## src/rtl/midc_pkg.sv

```systemverilog
`timescale 1ns / 1ps
`default_nettype none
// ----------------------------------------------------------------------------
// Midpoint circle rasterizer package
// Widths, register indexes and stream field layout shared by the RTL.
// ----------------------------------------------------------------------------
package midc_pkg;

    localparam int COORD_BITS = 12;
    localparam int RAD_W      = COORD_BITS - 1;
    localparam int PIX_W      = COORD_BITS + 1;
    localparam int DEC_W      = COORD_BITS + 4;
    localparam int FRAME_W    = 12;
    localparam int CMP_W      = (COORD_BITS > FRAME_W) ? COORD_BITS : FRAME_W;
    localparam int COLOR_W    = 8;

    localparam int CFG_IDX_W  = 2;
    localparam logic [CFG_IDX_W-1:0] REG_FRAME_WIDTH  = 2'd0;
    localparam logic [CFG_IDX_W-1:0] REG_FRAME_HEIGHT = 2'd1;

    localparam logic MODE_START = 1'b0;
    localparam logic MODE_STEP  = 1'b1;

    localparam int IN_BITS   = 2 * COORD_BITS + RAD_W + 3 * COLOR_W;
    localparam int IN_DATA_W = ((IN_BITS + 7) / 8) * 8;
    localparam int OUT_BITS  = 2 * PIX_W + 3 * COLOR_W;
    localparam int OUT_DATA_W = ((OUT_BITS + 7) / 8) * 8;
    localparam int OUT_USER_W = 2;

    typedef logic [3*COLOR_W-1:0] t_color;

endpackage
`default_nettype wire

```

## src/rtl/midpoint_circle_rasterizer.sv

```systemverilog
`timescale 1ns / 1ps
`default_nettype none
// ----------------------------------------------------------------------------
// Midpoint circle rasterizer
// Bresenham circle generator: each emitting item gives eight symmetric points.
// ----------------------------------------------------------------------------
// The points of an item go from the generator snapshot through the output
// register; the single output port carries one point per cycle unless it stalls.
// A new item is taken only while the generator is idle or as the eighth point
// of the last item loads; a step that emits nothing leaves the generator idle.
// Reset (synchronous, active low) clears the circle state and sets the frame
// to 800 by 800; no reset sweep is needed.
module midpoint_circle_rasterizer (
    input  wire                                  i_clk,
    input  wire                                  i_rst_n,
    // center_x[11:0], center_y[23:12], radius[34:24], red[42:35],
    // green[50:43], blue[58:51], zero fill above
    input  wire  [midc_pkg::IN_DATA_W-1:0]       i_s_tdata,
    // mode
    input  wire                                  i_s_tuser,
    input  wire                                  i_s_tvalid,
    output logic                                 o_s_tready,
    // pixel_x[12:0], pixel_y[25:13], red[33:26], green[41:34], blue[49:42],
    // zero fill above
    output logic [midc_pkg::OUT_DATA_W-1:0]      o_m_tdata,
    // in_frame[0], done_res[1]
    output logic [midc_pkg::OUT_USER_W-1:0]      o_m_tuser,
    output logic                                 o_m_tlast,
    output logic                                 o_m_tvalid,
    input  wire                                  i_m_tready,
    input  wire                                  i_cfg_valid,
    output logic                                 o_cfg_ready,
    input  wire  [midc_pkg::CFG_IDX_W-1:0]       i_cfg_index,
    input  wire  [midc_pkg::FRAME_W-1:0]         i_cfg_data
);
    import midc_pkg::*;

    // Configuration
    logic [FRAME_W-1:0] r_width;
    logic [FRAME_W-1:0] r_height;

    // Circle state
    logic [RAD_W-1:0]             r_x, n_x;
    logic [RAD_W-1:0]             r_y, n_y;
    logic signed [DEC_W-1:0]      r_dec, n_dec;
    logic signed [COORD_BITS-1:0] r_cx, n_cx;
    logic signed [COORD_BITS-1:0] r_cy, n_cy;
    t_color                       r_color, n_color;
    logic                         r_active, n_active;
    logic                         n_fin;

    // Point generator
    logic                         r_busy;
    logic [2:0]                   r_idx;
    logic [RAD_W-1:0]             r_ex, r_ey;
    logic signed [COORD_BITS-1:0] r_ecx, r_ecy;
    t_color                       r_ecolor;
    logic                         r_efin;

    // Output register
    logic                         r_out_valid;
    logic signed [PIX_W-1:0]      r_px, r_py;
    t_color                       r_ocolor;
    logic                         r_in_frame, r_last, r_done;

    logic in_accept, emitting, out_load;
    logic [RAD_W-1:0] in_radius;
    logic signed [DEC_W-1:0] x4, y4;
    logic [RAD_W-1:0] off_a, off_b;
    logic signed [PIX_W-1:0] px, py;
    logic in_frame;

    assign o_cfg_ready = 1'b1;
    assign in_radius   = i_s_tdata[2*COORD_BITS +: RAD_W];

    assign out_load   = r_busy && (!r_out_valid || i_m_tready);
    assign o_s_tready = !r_busy || (r_idx == 3'd7 && out_load);
    assign in_accept  = i_s_tvalid && o_s_tready;
    assign emitting   = (i_s_tuser == MODE_START) || r_active;

    assign x4 = DEC_W'({r_x, 2'b00});
    assign y4 = DEC_W'({r_y, 2'b00});

    always_comb begin
        n_x      = r_x;
        n_y      = r_y;
        n_dec    = r_dec;
        n_cx     = r_cx;
        n_cy     = r_cy;
        n_color  = r_color;
        if (i_s_tuser == MODE_START) begin
            n_cx    = i_s_tdata[0 +: COORD_BITS];
            n_cy    = i_s_tdata[COORD_BITS +: COORD_BITS];
            n_y     = in_radius;
            n_x     = '0;
            n_dec   = DEC_W'(3) - DEC_W'({in_radius, 1'b0});
            // The color word keeps red in the high byte.
            n_color = {i_s_tdata[2*COORD_BITS+RAD_W +: COLOR_W],
                       i_s_tdata[2*COORD_BITS+RAD_W+COLOR_W +: COLOR_W],
                       i_s_tdata[2*COORD_BITS+RAD_W+2*COLOR_W +: COLOR_W]};
        end else if (r_active) begin
            if (r_dec < 0) begin
                n_dec = r_dec + x4 + DEC_W'(6);
            end else begin
                n_dec = r_dec + (x4 - y4) + DEC_W'(10);
                n_y   = r_y - 1'b1;
            end
            n_x = r_x + 1'b1;
        end
        n_fin    = !(n_x < n_y);
        n_active = emitting ? !n_fin : r_active;
    end

    always_ff @(posedge i_clk) begin
        if (!i_rst_n) begin
            r_width  <= FRAME_W'(800);
            r_height <= FRAME_W'(800);
        end else if (i_cfg_valid) begin
            case (i_cfg_index)
                REG_FRAME_WIDTH:  r_width  <= i_cfg_data;
                REG_FRAME_HEIGHT: r_height <= i_cfg_data;
                default: ;
            endcase
        end
    end

    always_ff @(posedge i_clk) begin
        if (!i_rst_n) begin
            r_x      <= '0;
            r_y      <= '0;
            r_dec    <= '0;
            r_cx     <= '0;
            r_cy     <= '0;
            r_color  <= '0;
            r_active <= 1'b0;
        end else if (in_accept) begin
            r_x      <= n_x;
            r_y      <= n_y;
            r_dec    <= n_dec;
            r_cx     <= n_cx;
            r_cy     <= n_cy;
            r_color  <= n_color;
            r_active <= n_active;
        end
    end

    // The generator takes a snapshot of the new state so the next item can
    // update the circle in the same cycle as the eighth point loads the output.
    always_ff @(posedge i_clk) begin
        if (!i_rst_n) begin
            r_busy <= 1'b0;
            r_idx  <= '0;
        end else begin
            if (out_load) begin
                r_idx <= r_idx + 1'b1;
                if (r_idx == 3'd7) begin
                    r_busy <= 1'b0;
                end
            end
            if (in_accept && emitting) begin
                r_busy <= 1'b1;
                r_idx  <= '0;
            end
        end
    end

    always_ff @(posedge i_clk) begin
        if (in_accept && emitting) begin
            r_ex     <= n_x;
            r_ey     <= n_y;
            r_ecx    <= n_cx;
            r_ecy    <= n_cy;
            r_ecolor <= n_color;
            r_efin   <= n_fin;
        end
    end

    // Point order: the upper index bit swaps x and y, bit 0 negates the
    // column offset and bit 1 negates the row offset.
    assign off_a = r_idx[2] ? r_ey : r_ex;
    assign off_b = r_idx[2] ? r_ex : r_ey;

    always_comb begin
        if (r_idx[0]) begin
            px = PIX_W'(r_ecx) - $signed(PIX_W'(off_a));
        end else begin
            px = PIX_W'(r_ecx) + $signed(PIX_W'(off_a));
        end
        if (r_idx[1]) begin
            py = PIX_W'(r_ecy) - $signed(PIX_W'(off_b));
        end else begin
            py = PIX_W'(r_ecy) + $signed(PIX_W'(off_b));
        end
        in_frame = !px[PIX_W-1] && !py[PIX_W-1] &&
                   (CMP_W'(px[COORD_BITS-1:0]) < CMP_W'(r_width)) &&
                   (CMP_W'(py[COORD_BITS-1:0]) < CMP_W'(r_height));
    end

    always_ff @(posedge i_clk) begin
        if (!i_rst_n) begin
            r_out_valid <= 1'b0;
        end else if (out_load) begin
            r_out_valid <= 1'b1;
        end else if (i_m_tready) begin
            r_out_valid <= 1'b0;
        end
    end

    always_ff @(posedge i_clk) begin
        if (out_load) begin
            r_px       <= px;
            r_py       <= py;
            r_ocolor   <= r_ecolor;
            r_in_frame <= in_frame;
            r_last     <= (r_idx == 3'd7);
            r_done     <= r_efin;
        end
    end

    assign o_m_tvalid = r_out_valid;
    assign o_m_tlast  = r_last;
    assign o_m_tuser  = {r_done, r_in_frame};
    assign o_m_tdata  = OUT_DATA_W'({r_ocolor[COLOR_W-1:0],
                                     r_ocolor[COLOR_W +: COLOR_W],
                                     r_ocolor[2*COLOR_W +: COLOR_W],
                                     r_py, r_px});

endmodule
`default_nettype wire
```

## config.mk

```make
export PLATFORM = sky130hd
export DESIGN_NAME = midpoint_circle_rasterizer
export DESIGN_NICKNAME = d
export VERILOG_FILES = /design/src/rtl/midc_pkg.sv /design/src/rtl/midpoint_circle_rasterizer.sv
export SDC_FILE = /design/constraint.sdc
export NUM_CORES = 1
export LEC_CHECK = 0
export BUFFER_PORTS_ARGS = -buffer_cell sky130_fd_sc_hd__buf_2
export CELL_PAD_IN_SITES_DETAIL_PLACEMENT = 0
export CELL_PAD_IN_SITES_GLOBAL_PLACEMENT = 1
export CORE_MARGIN = 3
export CORE_UTILIZATION = 42
export DETAILED_ROUTE_END_ITERATION = 10
export PLACE_DENSITY_LB_ADDON = 0.1
export SYNTH_ARGS = -nofsm -noshare
export SYNTH_HDL_FRONTEND = slang
export SYNTH_SLANG_ARGS = --single-unit
```

## constraint.sdc

```tcl
create_clock -name i_clk -period 4.7 [get_ports i_clk]
set_input_delay 0.94 -clock i_clk [delete_from_list [all_inputs] [get_ports i_clk]]
set_output_delay 0.94 -clock i_clk [all_outputs]
set_load 0.02 [all_outputs]
```

# Yosys cells after proc, flatten, opt, wreduce, memory -nomap -nowiden
# Cells that the tools add are included.
# word_totals
register_bits,240
latchBits,0
ramBits,0
rom_bits,0
out_inout_bits,62
elab_cells,91
mem_count,0
# classes
n_addsub,13
multipliers,0
n_div,0
n_lt_le_gt_ge,4
n_eq_ne,3
shift,0
mux,20
n_bitwise,2
reduce_logical,25
# op_table
op,n
two-way mux 11 bit,7
two-way mux 16 bit,3
adder 16 x 14 -> 16 bit,2
adder 12 x 12 -> 13 bit,2
two-way mux 13 bit,2
subtractor 12 x 12 -> 13 bit,2
< comparator 12 bit,2
two-way mux 12 bit,2
two-way mux 24 bit,1
adder 16 x 4 -> 16 bit (second input constant),1
adder 16 x 5 -> 16 bit (second input constant),1
< comparator 16 x 1 -> 1 bit (second input constant),1
subtractor 13 x 13 -> 14 bit,1
subtractor 2 x 12 -> 13 bit (first input constant),1
adder 11 x 1 -> 11 bit (second input constant),1
< comparator 11 bit,1
subtractor 11 x 1 -> 11 bit (second input constant),1
AND reduction 2 bit,5
logical AND 1 bit,7
nonzero test 2 bit,3
zero test 1 bit,5
two-way mux 1 bit,5
adder 3 x 1 -> 3 bit (second input constant),1
equality test 3 bit (second input constant),1
other kinds (6),9

# Logic depth before layout (Yosys ltp)
# depth
ltp_word,9
mapped_depth,25
mapped_depth_nobuf,20

# Worst setup path after synthesis
# OpenSTA, ideal clock, no wires.
# synth_path
path_kind,reg-to-reg
startpoint,reg r_idx[2]
endpoint,"reg r_in_frame, data pin"
setup_ns,0.182
arrival_ns,4.624
t_required_ns,4.518
slack_ns,-0.105
path_stages_with_launch,26
path_buffers,5
synth_period_minus_slack_ns,4.805
cell_sequence,dfxtp_1 -> buf_2 -> buf_2 -> buf_2 -> buf_2 -> buf_2 -> mux2i_1 -> ha_1 -> nor2_1 -> a21oi_1 -> inv_1 -> ha_1 -> nor2b_1 -> o21ai_0 -> a21boi_1 -> or4_1 -> a41o_1 -> nor2_1 -> xnor2_1 -> ha_1 -> a21oi_1 -> nor2b_1 -> o21ai_0 -> nand3_1 -> a21oi_1 -> nor4b_1
# synth_between
elab_cells_between_ends,15
cone_classes,add/sub (4); order compare (2); mux (4); reduce/logical (5)
# synth_lines
item,line,source
"start, declared",midpoint_circle_rasterizer.sv:54,logic [2:0] r_idx;
"start signal, assigned",midpoint_circle_rasterizer.sv:155,r_idx <= r_idx + 1'b1;
two-way mux 11 bit *,midpoint_circle_rasterizer.sv:181,assign off_b = r_idx[2] ? r_ex : r_ey;
adder 12 x 12 -> 13 bit / subtractor 12 x 12 -> 13 bit (equally long branches),"midpoint_circle_rasterizer.sv:192, midpoint_circle_rasterizer.sv:190",
two-way mux 13 bit *,midpoint_circle_rasterizer.sv:189,if (r_idx[1]) begin
net py[9],midpoint_circle_rasterizer.sv:70,"logic signed [PIX_W-1:0] px, py;"
< comparator 12 bit *,midpoint_circle_rasterizer.sv:196,(CMP_W'(py[COORD_BITS-1:0]) < CMP_W'(r_height));
logical AND 1 bit *,midpoint_circle_rasterizer.sv:195,(CMP_W'(px[COORD_BITS-1:0]) < CMP_W'(r_width)) &&
net in_frame,midpoint_circle_rasterizer.sv:71,logic in_frame;
"end signal, assigned",midpoint_circle_rasterizer.sv:214,r_in_frame <= in_frame;
"end, declared",midpoint_circle_rasterizer.sv:64,"logic r_in_frame, r_last, r_done;"
# The timed path passes the listed nets; every way through them passes the cells marked *.
# A chain may end at the register's enable or synchronous reset.

# Final worst setup path
# Ends and elaborated chain as after synthesis.

==> flow_metrics.py <==
metrics = {
    "worst_setup_path": {
        "cp_data_required_time_ns": 5.05,
        "r2r_slack_ns": 0.38,
        "cp-start-kind": "register",
        "path_class": "reg -> reg",
        "reg2reg_depth": 20,
        "crit_fanout": 8,
        "end_kind": "register",
        "rr_endpoint": "r_in_frame$_DFFE_PP_",
        "r2r-start": "r_idx[2]$_SDFFE_PP0P_",
        "worst_ep_arrival_time_ns": 4.67,
    },
    "global_routing": {
        "grt_usage": 0.190,
        "grt_pass1_vias": 10400,
        "gr-total-overflow": 0,
        "grt_pass1_wl_mm": 54.5,
        "antenna_found_initial": 1,
        "grt_max_degree": 74,
    },
    "place": {
        "gp_congestion": 0.819,
        "post-dp-hpwl_mm": 25.2,
        "io_buffers": 133,
        "dpl.cell_count": 1985,
    },
    "die": {
        "initial_core_util": 0.432,
        "die_area_um2": 35100,
        "die_h_um": 187,
        "fp-row-count": 65,
        "coreArea_um2": 32000,
        "die_w_um": 187,
        "ios": 146,
    },
    "route": {
        "vias": 10500,
        "dr.max_layer_used": "met4",
        "wl_per_cell_um": 16.9,
        "vias_per_cell": 5.17,
        "antenna_left": 0,
        "wl_met3_mm": 1.13,
        "routedLengthMet1_mm": 15.7,
        "wl_met2_mm": 17.0,
        "drc": 0,
        "firstDrtPassIters": 5,
        "wirelength_mm": 34.4,
        "drt_iter0_drc": 469,
    },
    "logic_synthesis": {
        "synthFlopType": "edfxtp_1",
        "synthTopCellsByArea": "edfxtp_1, dfxtp_1, ha_1, nand2_1, a21oi_1",
        "yosysUniqueCellTypes": 71,
        "syn_avg_cell_area_um2": 9.47,
        "synth_top_cell_by_area": "edfxtp_1",
        "synth_top_area_share": 0.270,
        "netlist_instances": 1457,
        "synthTopCellsByCount": "nand2_1, a21oi_1, edfxtp_1, ha_1, dfxtp_1",
        "netlist_area_um2": 13800,
        "yosysSeqAreaShare": 0.437,
        "yosysWarnings": 0,
        "yosysMostFrequentCell": "nand2_1",
        "synth_edf_count": 124,
        "synth-seq-cells": 239,
        "async_reset_ff_frac": 0,
    },
    "clock_network": {
        "ctsHtreeMaxLevel": 1,
        "cts_buffer_depth": 3,
        "clk-insertion-delay-late_ns": 0.55,
        "cts_tree": "done",
        "cts_buffers": 28,
        "hold_buffers": 0,
        "clkSinkCount": 239,
        "cts-root-buf": "clkbuf_16",
        "path_clk_slew_ns": 0.06,
    },
    "timing": {
        "setup_viol": 0,
        "fmax_ghz": 0.231,
        "period_share": 0.920,
        "relSlewSlack": 0.351,
        "min_period_ns": 4.32,
        "worst_slew_pin_slew_ns": 0.974,
        "fin_skew_ns": 0.0202,
        "hold_viol_final": 0,
        "slew_viol_final": 0,
        "fin_setup_tns_ns": 0,
    },
    "layout": {
        "fin_util": 0.498,
        "layout.cells.non_filler": 2039,
        "drive_above_1_share": 0.172,
        "nets": 1793,
        "areaGrowthSynthToFinish_pct": 15.2,
        "fillers": 3025,
    },
    "min_path": {
        "hold_end": "r_ocolor[12]$_DFFE_PP_",
        "whs_path_depth": 0,
        "hold_start": "r_ecolor[12]$_DFFE_PP_",
        "hp-class": "reg -> reg",
    },
    "run_status": {
        "run_status": "completed",
    },
    "power_and_ir_drop": {
        "p_leak_uw": 0.00650,
        "irDropWorstVdd_v": 0.000256,
        "powerDensity_nw_per_um2": 379,
    },
    "run": {
        "maxCapViolCount": 0,
    },
}
## critical path, stage by stage, from the launching register on
cell and delay (ns):
dfxtp_2 0.45, mux2i_2 0.32, ha_1 0.18, nor2_1 0.04
a21oi_2 0.26, inv_1 0.08, ha_1 0.27, nor2b_1 0.13
o21ai_1 0.16, a21boi_1 0.12, or4_1 0.43, a41o_1 0.27
nor2_1 0.11, xnor2_1 0.17, ha_1 0.29, a21oi_1 0.14
nor2b_1 0.06, o21ai_0 0.19, nand3_1 0.11, a21oi_1 0.10
nor4b_1 0.23
## repair_timing
action | CTS | global route
setup endpoints to repair | 0 | 1
gates resized for setup | 0 | 6
buffers inserted | 0 | 1
## where the power goes
part           total, uW  leakage [uW]  switching, uW  internal, uW
clock               2220      0.000474            896          1330
sequential          2440       0.00211           67.9          2370
combinational       1370       0.00392            815           556
## flip-flops by register name (all words and copies together) (netlist names), 13 cells and up
| name | count |
|---|---|
| r_px | 13 |
| r_ocolor | 24 |
| r_dec | 15 |
| r_py | 13 |
| r_color | 24 |
| r_ecolor | 24 |
## per-layer routing
metal | GRT usage | up-vias
met5 | 0 | -
met4 | 0.0384 | 0
met3 | 0.0259 | 47
met2 | 0.345 | 138
met1 | 0.242 | 4981
li1 | - | 5375
## final cells by class
cell class,count,area [um^2],area share
flip-flops and latches,239,6030,0.379
clock inverters,19,208,0.0131
clock buffers,33,759,0.0477
inverters,91,343,0.0216
multi-input cells,1066,7190,0.452
repair buffers,155,837,0.0526
well taps,435,544,0.0342
diodes,1,2.50,0.000157
## cell families after synthesis
group,Yosys count,synth area share
compound gates,333,0.145
simple gates,437,0.140
xor+xnor,86,0.0546
buf+inv,157,0.0457
flops,239,0.437
fa+ha+maj,128,0.119
other cells,2,0.000544
mux,75,0.0588
## through the flow
| step | worst slack, ns | hold slack (ns) | total power, uW | cell area, um^2 |
|---|---|---|---|---|
| 3_5_place_dp | 0.135 | 0.405 | 3860 | 14900 |
| 5_1_grt | -0.0120 | 0.422 | 6370 | 15900 |
| 2_1_floorplan | 0.0364 | 0.400 | 3480 | 13800 |
| 4_1_cts | 0.0978 | 0.419 | 6110 | 15900 |
| 3_3_place_gp | 0.205 | 0.400 | 3840 | 14900 |
| 6_report | 0.377 | 0.418 | 6030 | 15900 |
## layout by cell type, fill, tap and decap left out, types with 6 or more instances in the layout
master       n
nor2b_1     14
a21oi_1    159
a21o_1      15
a21boi_0    10
buf_4       22
a211oi_1     9
nand3_1     15
inv_1       87
ha_1       123
edfxtp_1   124
mux2_2      49
or3_1        6
o21a_1      16
and3_1       9
o21bai_1     6
o211ai_1    18
xnor2_1     50
dfxtp_1    114
buf_2      132
clkinv_2     8
nand2b_1    13
mux2i_1     24
nand2_1    232
nor3_1      26
clkbuf_16   28
conb_1       7
nor2_1      84
xor2_1      36
a31oi_1     11
nand4_1     11
o21ai_0     50
## how the worst max path moves through the flow
stage,cells after the start,endpoint,startpoint,slack (ns)
6_report,20,r_in_frame$_DFFE_PP_,r_idx[2]$_SDFFE_PP0P_,0.38
3_5_place_dp,20,r_in_frame$_DFFE_PP_,r_idx[2]$_SDFFE_PP0P_,0.14
5_1_grt,18,r_in_frame$_DFFE_PP_,r_idx[2]$_SDFFE_PP0P_,-0.01
3_3_place_gp,20,r_in_frame$_DFFE_PP_,r_idx[2]$_SDFFE_PP0P_,0.20
2_1_floorplan,25,r_in_frame$_DFFE_PP_,r_idx[2]$_SDFFE_PP0P_,0.04
4_1_cts,20,r_in_frame$_DFFE_PP_,r_idx[2]$_SDFFE_PP0P_,0.1
No activity file was read; power rests on OpenSTA's default activity.
